File: config.mk
export PLATFORM = sky130hd
export DESIGN_NAME = bis_mul
export DESIGN_NICKNAME = d
export VERILOG_FILES = /design/src/hw/rtl/bis_mul.sv
export SDC_FILE = /design/constraint.sdc
export NUM_CORES = 2
export LEC_CHECK = 0
export ABC_AREA = 1
export BUFFER_PORTS_ARGS = -buffer_cell sky130_fd_sc_hd__buf_4
export CAP_MARGIN = 40
export CORE_ASPECT_RATIO = 1.4
export CORE_MARGIN = 2
export CORE_UTILIZATION = 30
export DETAILED_ROUTE_END_ITERATION = 10
export PLACE_DENSITY = 0.44
export SETUP_SLACK_MARGIN = 0.4
export SLEW_MARGIN = 15
export SYNTH_ARGS = -nofsm -noshare
export SYNTH_HDL_FRONTEND = slang
export SYNTH_SLANG_ARGS = --single-unit
File: constraint.sdc
create_clock -name clk_i -period 7.6 [get_ports clk_i]
set_input_delay 0.76 -clock clk_i [delete_from_list [all_inputs] [get_ports clk_i]]
set_output_delay 0.76 -clock clk_i [all_outputs]
set_load 0.05 [all_outputs]
File: src/hw/rtl/bis_mul.sv
// Shared signed multiplier with registered product.
module bis_mul #(
  parameter int A_W = 19,
  parameter int B_W = 38
) (
  input  logic                   clk_i,
  input  logic signed [A_W-1:0]  a_i,
  input  logic signed [B_W-1:0]  b_i,
  output logic signed [A_W+B_W-1:0] p_o
);

  always_ff @(posedge clk_i) begin
    p_o <= a_i * b_i;
  end

endmodule

# [Word-level counts from Yosys, hierarchy flattened]
# Cells that the tools add are included.
# Widths: inputs -> output; s select.
[classes] multipliers=1
[ops] cell="$mul 19x38->57" n=1
[totals] reg_bits=57 in_bits=58 out_inout_bits=57 word_cells=2

# [Longest topological paths before layout]
[logic_depth] depth_word=1 mapped_depth=29 depth_no_buf=28

# [Worst setup path before layout]
# No wires, ideal clock.
[synth_path] path_kind="input to register" startpoint="input b_i[37]" endpoint="register p_o[56]" setup_time_ns=0.112 arrival_ns=6.491 required_ns=7.488 path_slack_ns=0.997 stages=22 n_path_buf=2 cell_sequence="clkbuf_1 buf_1 nand2_1 inv_1 fa_1 fa_1 fa_1 inv_1 fa_1 inv_1 fa_1 fa_1 ha_1 ha_1 nand2_2 nor2_2 inv_1 nor3_2 and2_1 nand2_1 nand3_1 nand2_1"
[synth_via] elab_chain_len=1
[synth_rtl] item="start, declared" line_no="8" source="input logic signed [B_W-1:0] b_i,"
[synth_rtl] item="$mul 19x38->57" line_no="13" source="p_o <= a_i * b_i;"
[synth_rtl] item="end signal, assigned" line_no="13"
[synth_rtl] item="end, declared" line_no="9" source="output logic signed [A_W+B_W-1:0] p_o"
# No other way between the ends.

# [Worst setup path after layout]
[layout_path] startpoint="input a_i[4]" endpoint="register p_o[49]"
[layout_via] elab_chain_len=1
[layout_rtl] item="start, declared" line_no="7" source="input logic signed [A_W-1:0] a_i,"
[layout_rtl] item="$mul 19x38->57" line_no="13"
# No other way between the ends.

==> impl_metrics.toml <==
[routing]
avgRoutedWirePerCell_um = 18.1
route.detailed.drc = 0
viasPerCell = 4.42
first_pass_iters = 5
drt_iter0_drc = 946
drtAntennaViolNets = 0
totalWireLength_mm = 87.2
num_vias = 21306

[final_layout]
antenna_cells = 0
top_regs = "p_o x57"
layout.nets = 4521
stdcell_count = 4822
fin_util = 0.326
drive_above_1_share = 0.0491
syn_to_final_growth_pct = 7.61
largest_register_ffs = 57
top_register = "p_o"

[worst_hold_path]
min_path_cells = 3
hp-class = "in2reg"
hold_end = "p_o[0]"
min_from = "b_i[0]"

[logic_synthesis]
synth_area_leader_cell = "fa_1"
postSynthCellCount = 3642
yosysMostFrequentCell = "nand2_1"
yosys-top-cells-count = "nand2_1, inv_1, fa_1"
avgSynthCellArea_um2 = 7.60
synth_top_family_by_area = "adder cells"
synth_seq_cells = 57
synth_edf_count = 0
synthXorXnorAreaFrac = 0.00980
synth_compound_area_frac = 0.0118
yosysTopAreaCellShare = 0.500
syn_area_um2 = 27700
syn_nets = 4543
synthTopCellsByArea = "fa_1, nand2_1, inv_1, ha_1, dfxtp_1"
yosysUniqueCellTypes = 27
synth-adder-area-share = 0.568
async_flop_share = 0
synthSimpleGateAreaFrac = 0.195
muxShareOfSynthArea = 0
synthFlopType = "dfxtp_1"
ys_seq_area_frac = 0.0412
yosysWarnings = 0

[worst_setup_path]
cp_max_fo = 38
worstPathArrival_ps = 6940
worst_setup_path_start_kind = "input pin"
endpoint_kind = "register"
cp.required_ps = 7850
worstSetupPathType = "in2reg"

[die]
io_pins = 115
dieArea_um2 = 94800
core-area_um2 = 91300
die_w_um = 261
initial_core_util = 0.303
rows = 131
die_h_um = 363

[placed_design]
portBuffers = 114
dp.cells = 4806
dpl.hpwl_mm = 72.3
gp_congestion = 0.896

[timing]
period_minus_slack_ps = 6690
post-route-period-util = 0.880
worst_slew_pin_slew_ps = 659
slew_violations = 0
max_freq_mhz = 150
setup_tns_ps = 0
rsz0062_at_grt = "no"
fin_hold_ws_ps = 761
final-setup-viol-count = 0
relSlewSlack = 0.560
finalHoldViolations = 0

[global_route]
grt-ovfl-total = 0
grt_pass1_wl_mm = 139
grt_use_met3 = 0.00976
grt_util_met1 = 0.241
grt_max_degree = 39
met2_usage = 0.371
antenna_found_initial = 1
grt_pass1_vias = 23921
top_usage_layer = "met2"
grtUsageTotal = 0.194

[clocking]
cts_tree = "built"
cts.path.max_buffers = 2
ctsResizeCount = 0
cts_buffers = 9
holdBufCountCts = 0
cts_root_buf = "clkbuf_16"
htree_levels = 3
cts.sinks = 57
cts.reportedPaths.clkPinSlew_ps = 60
postCtsSetupBuffers = 0

[status]
status = "finished, final reports clean"

[job]
maxCapViolCount = 0
-- worst max-delay path: stages --
cell and delay, ps:
buf_4 440, nand2_1 190, inv_1 160, fa_1 500, fa_1 900, inv_1 110
fa_1 480, fa_1 540, inv_1 50, fa_1 470, inv_1 50, fa_1 470
inv_1 40, ha_1 270, ha_1 400, nand2_1 110, nor2_1 150, inv_1 80
nor2_1 190, nand2_1 110, nor2_1 130, nand2_1 120, nand4_1 130, nand2_1 70
-- stage by stage --
stage	setup WS, ps	cell area [um^2]
after floorplan	997	27700
after global placement	490	29500
after detailed placement	507	29500
after CTS	864	29800
after global routing	487	29800
final	914	29800
-- logic make-up after synthesis --
group | Yosys count
compound gates | 61
buf+inv | 1283
fa+ha+maj | 843
simple gates | 1367
xor+xnor | 31
flops | 57
-- placed cells by master, fill, tap and decap left out, drive strengths merged, types with 19 or more instances in the layout --
master,count
nand2,1145
inv,1134
fa,692
ha,151
nor2,128
buf,119
dfxtp,57
nand3,51
a21oi,44
xor2,23
nand4,19
-- worst max path at each step --
stage                  from       to  slack, ps  cells past startpoint
floorplan           b_i[37]  p_o[56]       1000                     22
global placement     a_i[4]  p_o[49]        490                     24
detailed placement   a_i[4]  p_o[49]        510                     24
CTS                  a_i[4]  p_o[49]        860                     24
global route         a_i[4]  p_o[55]        490                     24
finish               a_i[4]  p_o[49]        910                     24
-- metal layers --
metal / vias up / routed length, um
li1: 9937 / -
met1: 10967 / 35900
met2: 345 / 47900
met3: 57 / 2150
met4: 0 / 1210
met5: - / 0
-- cell type report --
class | count | area [um^2]
Sequential cell | 57 | 1140
Inverter | 1131 | 4250
Clock buffer | 9 | 225
Multi-Input combinational cell | 2302 | 21700
Clock inverter | 7 | 62.6
Fill cell | 9963 | 61500
Timing Repair Buffer | 119 | 893
Tap cell | 1197 | 1500
Power is left out: the tool's default activity adds up to more than one toggle a clock period on the data nets, which glitch-free logic cannot reach.
