`config.mk`:
```
export PLATFORM = sky130hd
export DESIGN_NAME = bis_div
export DESIGN_NICKNAME = d
export VERILOG_FILES = /design/src/hw/rtl/bis_pkg.sv /design/src/hw/rtl/bis_div.sv
export SDC_FILE = /design/constraint.sdc
export NUM_CORES = 1
export LEC_CHECK = 0
export BUFFER_PORTS_ARGS = -buffer_cell sky130_fd_sc_hd__buf_2
export CORE_MARGIN = 4
export CORE_UTILIZATION = 55
export DETAILED_ROUTE_END_ITERATION = 8
export PLACE_DENSITY = 0.85
export SLEW_MARGIN = 20
export SYNTH_ARGS = -nofsm -noshare
export SYNTH_HDL_FRONTEND = slang
export SYNTH_SLANG_ARGS = --single-unit
```
`constraint.sdc`:
```
create_clock -name clk_i -period 3.9 [get_ports clk_i]
set_input_delay 0.585 -clock clk_i [delete_from_list [all_inputs] [get_ports clk_i]]
set_output_delay 0.585 -clock clk_i [all_outputs]
set_load 0.02 [all_outputs]
```
`src/hw/rtl/bis_pkg.sv`:
```
// Shared constants and codes for the bicubic image scaler.
package bis_pkg;

  localparam int NUM_W      = 38;  // dividend of the position divide
  localparam int DVS_W      = 14;  // divisor of the position divide
  localparam int CNT_W      = 6;   // divider step counter
  localparam int T_W        = 16;  // signed tap fraction
  localparam int BASE_W     = 22;  // rounded source position
  localparam int INTER_W    = 24;  // vertical intermediate
  localparam int INTER_FRAC = 14;
  localparam int IDX_W      = 12;
  localparam int CFG_IDX_W  = 3;
  localparam int CFG_DATA_W = 13;

  localparam logic [CFG_IDX_W-1:0] CFG_SRC_WIDTH  = 3'd0;
  localparam logic [CFG_IDX_W-1:0] CFG_SRC_HEIGHT = 3'd1;
  localparam logic [CFG_IDX_W-1:0] CFG_DST_WIDTH  = 3'd2;
  localparam logic [CFG_IDX_W-1:0] CFG_DST_HEIGHT = 3'd3;
  localparam logic [CFG_IDX_W-1:0] CFG_PREMULT    = 3'd4;
  localparam logic [CFG_IDX_W-1:0] CFG_SINGLE     = 3'd5;

  localparam logic FUNC_LOAD    = 1'b0;
  localparam logic FUNC_REQUEST = 1'b1;

endpackage

```
`src/hw/rtl/bis_div.sv`:
```
// Restoring divider, one quotient bit per cycle.
module bis_div
  import bis_pkg::*;
(
  input  logic             clk_i,
  input  logic             rst_ni,
  input  logic             start_i,
  input  logic [NUM_W-1:0] dividend_i,
  input  logic [DVS_W-1:0] divisor_i,
  output logic             done_o,
  output logic [NUM_W-1:0] quotient_o
);

  logic [NUM_W-1:0] num_q;
  logic [DVS_W-1:0] rem_q;
  logic [DVS_W-1:0] dvs_q;
  logic [CNT_W-1:0] cnt_q;
  logic             busy_q;
  logic             done_q;
  logic [DVS_W:0]   rem_sh;
  logic [DVS_W:0]   rem_sub;
  logic             qbit;

  always_comb begin
    rem_sh  = {rem_q, num_q[NUM_W-1]};
    rem_sub = rem_sh - {1'b0, dvs_q};
    qbit    = (rem_sh >= {1'b0, dvs_q});
  end

  always_ff @(posedge clk_i or negedge rst_ni) begin
    if (!rst_ni) begin
      busy_q <= 1'b0;
      done_q <= 1'b0;
      cnt_q  <= '0;
    end else begin
      done_q <= 1'b0;
      if (start_i) begin
        busy_q <= 1'b1;
        cnt_q  <= CNT_W'(NUM_W - 1);
      end else if (busy_q) begin
        cnt_q <= cnt_q - 1'b1;
        if (cnt_q == '0) begin
          busy_q <= 1'b0;
          done_q <= 1'b1;
        end
      end
    end
  end

  always_ff @(posedge clk_i) begin
    if (start_i) begin
      num_q <= dividend_i;
      rem_q <= '0;
      dvs_q <= divisor_i;
    end else if (busy_q) begin
      rem_q <= qbit ? rem_sub[DVS_W-1:0] : rem_sh[DVS_W-1:0];
      num_q <= {num_q[NUM_W-2:0], qbit};
    end
  end

  assign done_o     = done_q;
  assign quotient_o = num_q;

endmodule

```
### After elaboration in Yosys (flattened, before gate mapping)

Index checks and enable logic that the tools add are counted.

* register bits: 74
* latch bits: 0
* RAM bits: 0
* memory bits (read-only): 0
* bits of input ports: 55
* output and inout bits: 39
* word-level logic and storage cells: 22
* memories: 0

* add/subtract/negate cells: 2
* $mul: 0
* divide/modulo/power cells: 0
* $lt $le $gt $ge: 1
* equal/unequal tests: 0
* shifts and indexed selects: 0
* multiplexer cells: 11
* bitwise operators: 0
* reduce and logical (&&, ||, !) cells: 2

Operators with widths (number)
* two-way mux 38 bit: 2
* greater-or-equal comparator 15 x 14 -> 1 bit: 1
* two-way mux 14 bit: 1
* subtractor 14 bit: 1
* two-way mux 6 bit: 2
* zero test 6 bit: 1
* two-way mux 1 bit: 6
* subtractor 6 x 1 -> 6 bit (second input constant): 1
* nonzero test 2 bit: 1

### Depth between registers and ports, before layout

* word-level depth: 4
* mapped depth: 9
* mapped depth without buffers: 9

### Worst setup path before layout

No wires, ideal clock.

* path type: input to register
* start point: in start_i
* end point: reg num_q[0], in the netlist quotient_o[0], enable pin
* library setup time: 0.393 ns
* arrival time: 1.949 ns
* required time: 3.507 ns
* path slack: 1.558 ns
* cell stages on the path: 4
* path buffers: 2
* cells stage by stage: clkbuf_1 clkbuf_1 nor2_1 inv_1

* cells in the longest elaborated chain, start to end: 1

Ends and longest elaborated chain
* start, declared: line bis_div.sv:7 `input logic start_i,`
* nonzero test 2 bit (no source line)
* end signal, assigned: line bis_div.sv:52 `num_q <= dividend_i;`
* end signal, assigned: line bis_div.sv:57 `num_q <= {num_q[NUM_W-2:0], qbit};`
* end, declared: line bis_div.sv:14 `logic [NUM_W-1:0] num_q;`

Every way passes these cells.
A chain may end at the register's enable or synchronous reset.

### Worst setup path after layout

* start point: reg dvs_q[12]
* end point: reg num_q[0], in the netlist quotient_o[0], data pin

* cells in the longest elaborated chain, start to end: 3

Ends and longest elaborated chain
* start, declared: line bis_div.sv:16 `logic [DVS_W-1:0] dvs_q;`
* start signal, assigned: line bis_div.sv:54 `dvs_q <= divisor_i;`
* greater-or-equal comparator 15 x 14 -> 1 bit: line bis_div.sv:27 `qbit = (rem_sh >= {1'b0, dvs_q});`
* two-way mux 38 bit: line bis_div.sv:55 `end else if (busy_q) begin`
* two-way mux 38 bit: line bis_div.sv:51 `if (start_i) begin`

Every way passes these cells. The select of a mux whose other input is x is not followed.

==> results.json <==
{
  "clock_latency_ns": 0.35,
  "r2r_slack_ns": 1.17,
  "grt_max_degree": 41,
  "finalPower_mw": 2.77,
  "grt_pass1_wl_um": 14000,
  "ys_ff_latch": 74,
  "multi_input_area_mm2": 0.00168,
  "setup_viol_count_final": 0,
  "place_hpwl_um": 6140,
  "drc": 0,
  "max_freq_mhz": 367,
  "place_congestion": 0.864,
  "critical_path.max_fanout": 12,
  "htree_levels": 3,
  "die_x_um": 91.8,
  "vias": 2925,
  "ios": 94,
  "fillers": 507,
  "cp.arrival_ns": 2.83,
  "yosys_warnings": 0,
  "rsz0062_at_grt": "false",
  "crit_slowest_cell": "nor2_1",
  "syn_area_mm2": 0.00386,
  "cts_resized": 0,
  "leakage_nw": 1.97,
  "finalNonFillerCells": 518,
  "synth-seq-area-share_pct": 52.9,
  "synth_flop_cell": "edfxtp_1",
  "initial_utilization_pct": 56.8,
  "drt-initial-drc-count": 170,
  "path_clk_slew_ns": 0.08,
  "synth_cells": 326,
  "grt_overflow": 0,
  "endpoint_kind": "flip-flop",
  "hold_viol": 0,
  "postCtsSetupBuffers": 0,
  "drv_cap": 0,
  "cts_tree": "built",
  "fin_skew_ns": 0.00786,
  "worstSetupStartpoint": "dvs_q[12]$_DFFE_PP_",
  "layout_min_cycle_time_ns": 2.73,
  "die_height_um": 91.8,
  "worst_pin_slew_ns": 0.957,
  "wl_per_cell_um": 16.3,
  "post-place-ws_ns": 1.24,
  "ctsLongestPathBuffers": 2,
  "synth_top_area_share_pct": 40.4,
  "crit_chain": "inv_1 -> ha_1 -> a21o_1 -> a211o_1 -> nor2_1 -> nand2_1 -> mux2_2",
  "grt_pass1_vias": 2925,
  "crit_required_ns": 4.01,
  "rr_worst_depth": 7,
  "cts_root_buf": "clkbuf_8",
  "slew_viol_final": 0,
  "postRouteWirelength_um": 8470,
  "seq_area_mm2": 0.00204,
  "die_area_mm2": 0.00842,
  "synth_edf_count": 52,
  "synthArstFlopShare_pct": 10.8,
  "dp.cells": 502,
  "clock-sinks": 74,
  "status": "finished, final reports clean",
  "antenna_found_initial": 0,
  "vias_per_cell": 5.65,
  "fp-row-count": 30,
  "reg2reg_from": "dvs_q[12]$_DFFE_PP_",
  "fin_ws_ns": 1.17,
  "syn_area_per_cell_um2": 11.8,
  "final.period_utilization_pct": 69.9,
  "drive_above_1_share_pct": 38.2,
  "ys_top_cells_by_area": "edfxtp_1, mux2_2, dfxtp_1",
  "core-area_mm2": 0.00679,
  "nNetsFinal": 489,
  "grt_util_all_layers_pct": 21.0,
  "syn_nets": 398,
  "drtPass1Iterations": 4,
  "ant_nets": 0,
  "critPathCapture": "quotient_o[0]$_DFFE_PP_",
  "syn_to_final_growth_pct": 19.7,
  "setup_tns_ns": 0,
  "crit_type": "reg -> reg",
  "vdd_drop_max_mv": 0.400,
  "r2r-end": "quotient_o[0]$_DFFE_PP_",
  "cts.hold.buffers_added": 0,
  "relSlewSlack_pct": 36.2,
  "startpoint_type": "flip-flop",
  "n_antenna_cell": 0,
  "numCtsBuffers": 9,
  "hold_path.class": "in -> async",
  "max_stage_delay_ns": 0.68,
  "post_synth_num_cell_types": 54,
  "port_buffers": 93,
  "yosysTopAreaCell": "edfxtp_1",
  "power.density_mw_per_mm2": 598
}
-- report_power, final --
part | switching [mW] | total [mW] | leakage, nW | internal (mW)
clock network | 0.304 | 0.667 | 0.107 | 0.363
logic | 0.567 | 1.01 | 1.11 | 0.445
registers | 0.100 | 1.09 | 0.748 | 0.986
total | 0.972 | 2.77 | 1.97 | 1.79
-- cell families (layout without fill, tap and decap cells) --
logic type / after synthesis / after routing / share of synthesized area, %
flip-flops: 74 / 74 / 52.9
AND/OR/NAND/NOR: 78 / 78 / 10.5
buffers and inverters: 36 / 132 / 3.63
adder cells (fa/ha/maj): 17 / 17 / 5.70
AO/OA/AOI/OAI: 69 / 69 / 12.9
XOR/XNOR: 12 / 12 / 2.72
multiplexers: 40 / 40 / 11.6
-- worst min path at each step --
stage           start                    to  cells past startpoint
5_1_grt        rst_ni  cnt_q[1]$_DFFE_PN0P_                      1
4_1_cts        rst_ni  cnt_q[0]$_DFFE_PN0P_                      1
2_1_floorplan  rst_ni      busy_q$_DFF_PN0_                      0
3_3_place_gp   rst_ni      done_o$_DFF_PN0_                      1
3_5_place_dp   rst_ni  cnt_q[0]$_DFFE_PN0P_                      1
6_report       rst_ni  cnt_q[1]$_DFFE_PN0P_                      1
-- placed cells by master, fill, tap and decap left out, types with 8 or more instances in the layout --
master    count
nor2_1       23
nand2_1      12
ha_1         16
clkbuf_8      9
a21oi_1      11
xnor2_1       8
inv_1        20
nand3_1      10
o21ai_0      12
a311oi_1      8
dfxtp_1      14
mux2_2       39
edfxtp_1     52
buf_2        93
-- metal layers --
metal  global-route usage, %  vias up  routed length (µm)
met1                    25.8     1409                3470
met3                    5.09       25                 458
met2                    34.6       90                4260
li1                        -     1401                   -
met4                    10.1        0                 280
met5                       0        -                   0
-- worst max-delay path, delay by kind of cell (launching register included) --
| kind | cells | cell delay [ns] |
|---|---|---|
| multiplexers | 1 | 0.33 |
| AO/OA/AOI/OAI | 2 | 0.50 |
| flip-flops | 1 | 0.37 |
| AND/OR/NAND/NOR | 2 | 0.95 |
| buffers and inverters | 1 | 0.07 |
| adder cells (fa/ha/maj) | 1 | 0.26 |
-- registers in the layout (all words and copies together) (netlist names) --
name        cells
busy_q          1
cnt_q           6
done_o          1
dvs_q          14
quotient_o     38
rem_q          14
-- final cells by class --
class / instances / share of cell area [%]
Sequential cell: 74 / 44.2
Timing Repair Buffer: 96 / 10.6
Tap cell: 96 / 2.60
Inverter: 20 / 1.62
Multi-Input combinational cell: 216 / 36.3
Clock inverter: 6 / 1.95
Clock buffer: 10 / 2.76
-- synth_stat cells, types with 2 or more instances --
cell / number
a211oi_1: 2
a21o_1: 7
a21oi_1: 11
a311oi_1: 8
a31o_2: 3
and2_1: 2
buf_1: 4
buf_2: 4
clkbuf_1: 8
dfrtp_1: 8
dfxtp_1: 14
edfxtp_1: 52
ha_1: 16
inv_1: 20
mux2_2: 39
nand2_1: 12
nand2b_1: 5
nand3_1: 10
nand4_1: 2
nor2_1: 23
nor2b_1: 7
nor3_1: 3
o211ai_1: 4
o21a_1: 5
o21ai_0: 12
o311ai_0: 2
o41ai_1: 2
or3_1: 2
or3b_2: 4
xnor2_1: 8
xor2_1: 4
-- per-stage QoR --
| stage | area, µm² | hold slack, ns | utilization, % |
|---|---|---|---|
| 2_1_floorplan | 3860 | 0.289 | - |
| 3_3_place_gp | 4400 | 0.433 | 64.8 |
| 3_5_place_dp | 4400 | 0.437 | 64.8 |
| 4_1_cts | 4620 | 0.0563 | 68.0 |
| 5_1_grt | 4620 | 0.0682 | 68.0 |
| 6_report | 4620 | 0.0620 | 68.0 |
Note: power is estimated with default switching activity, not from simulation.
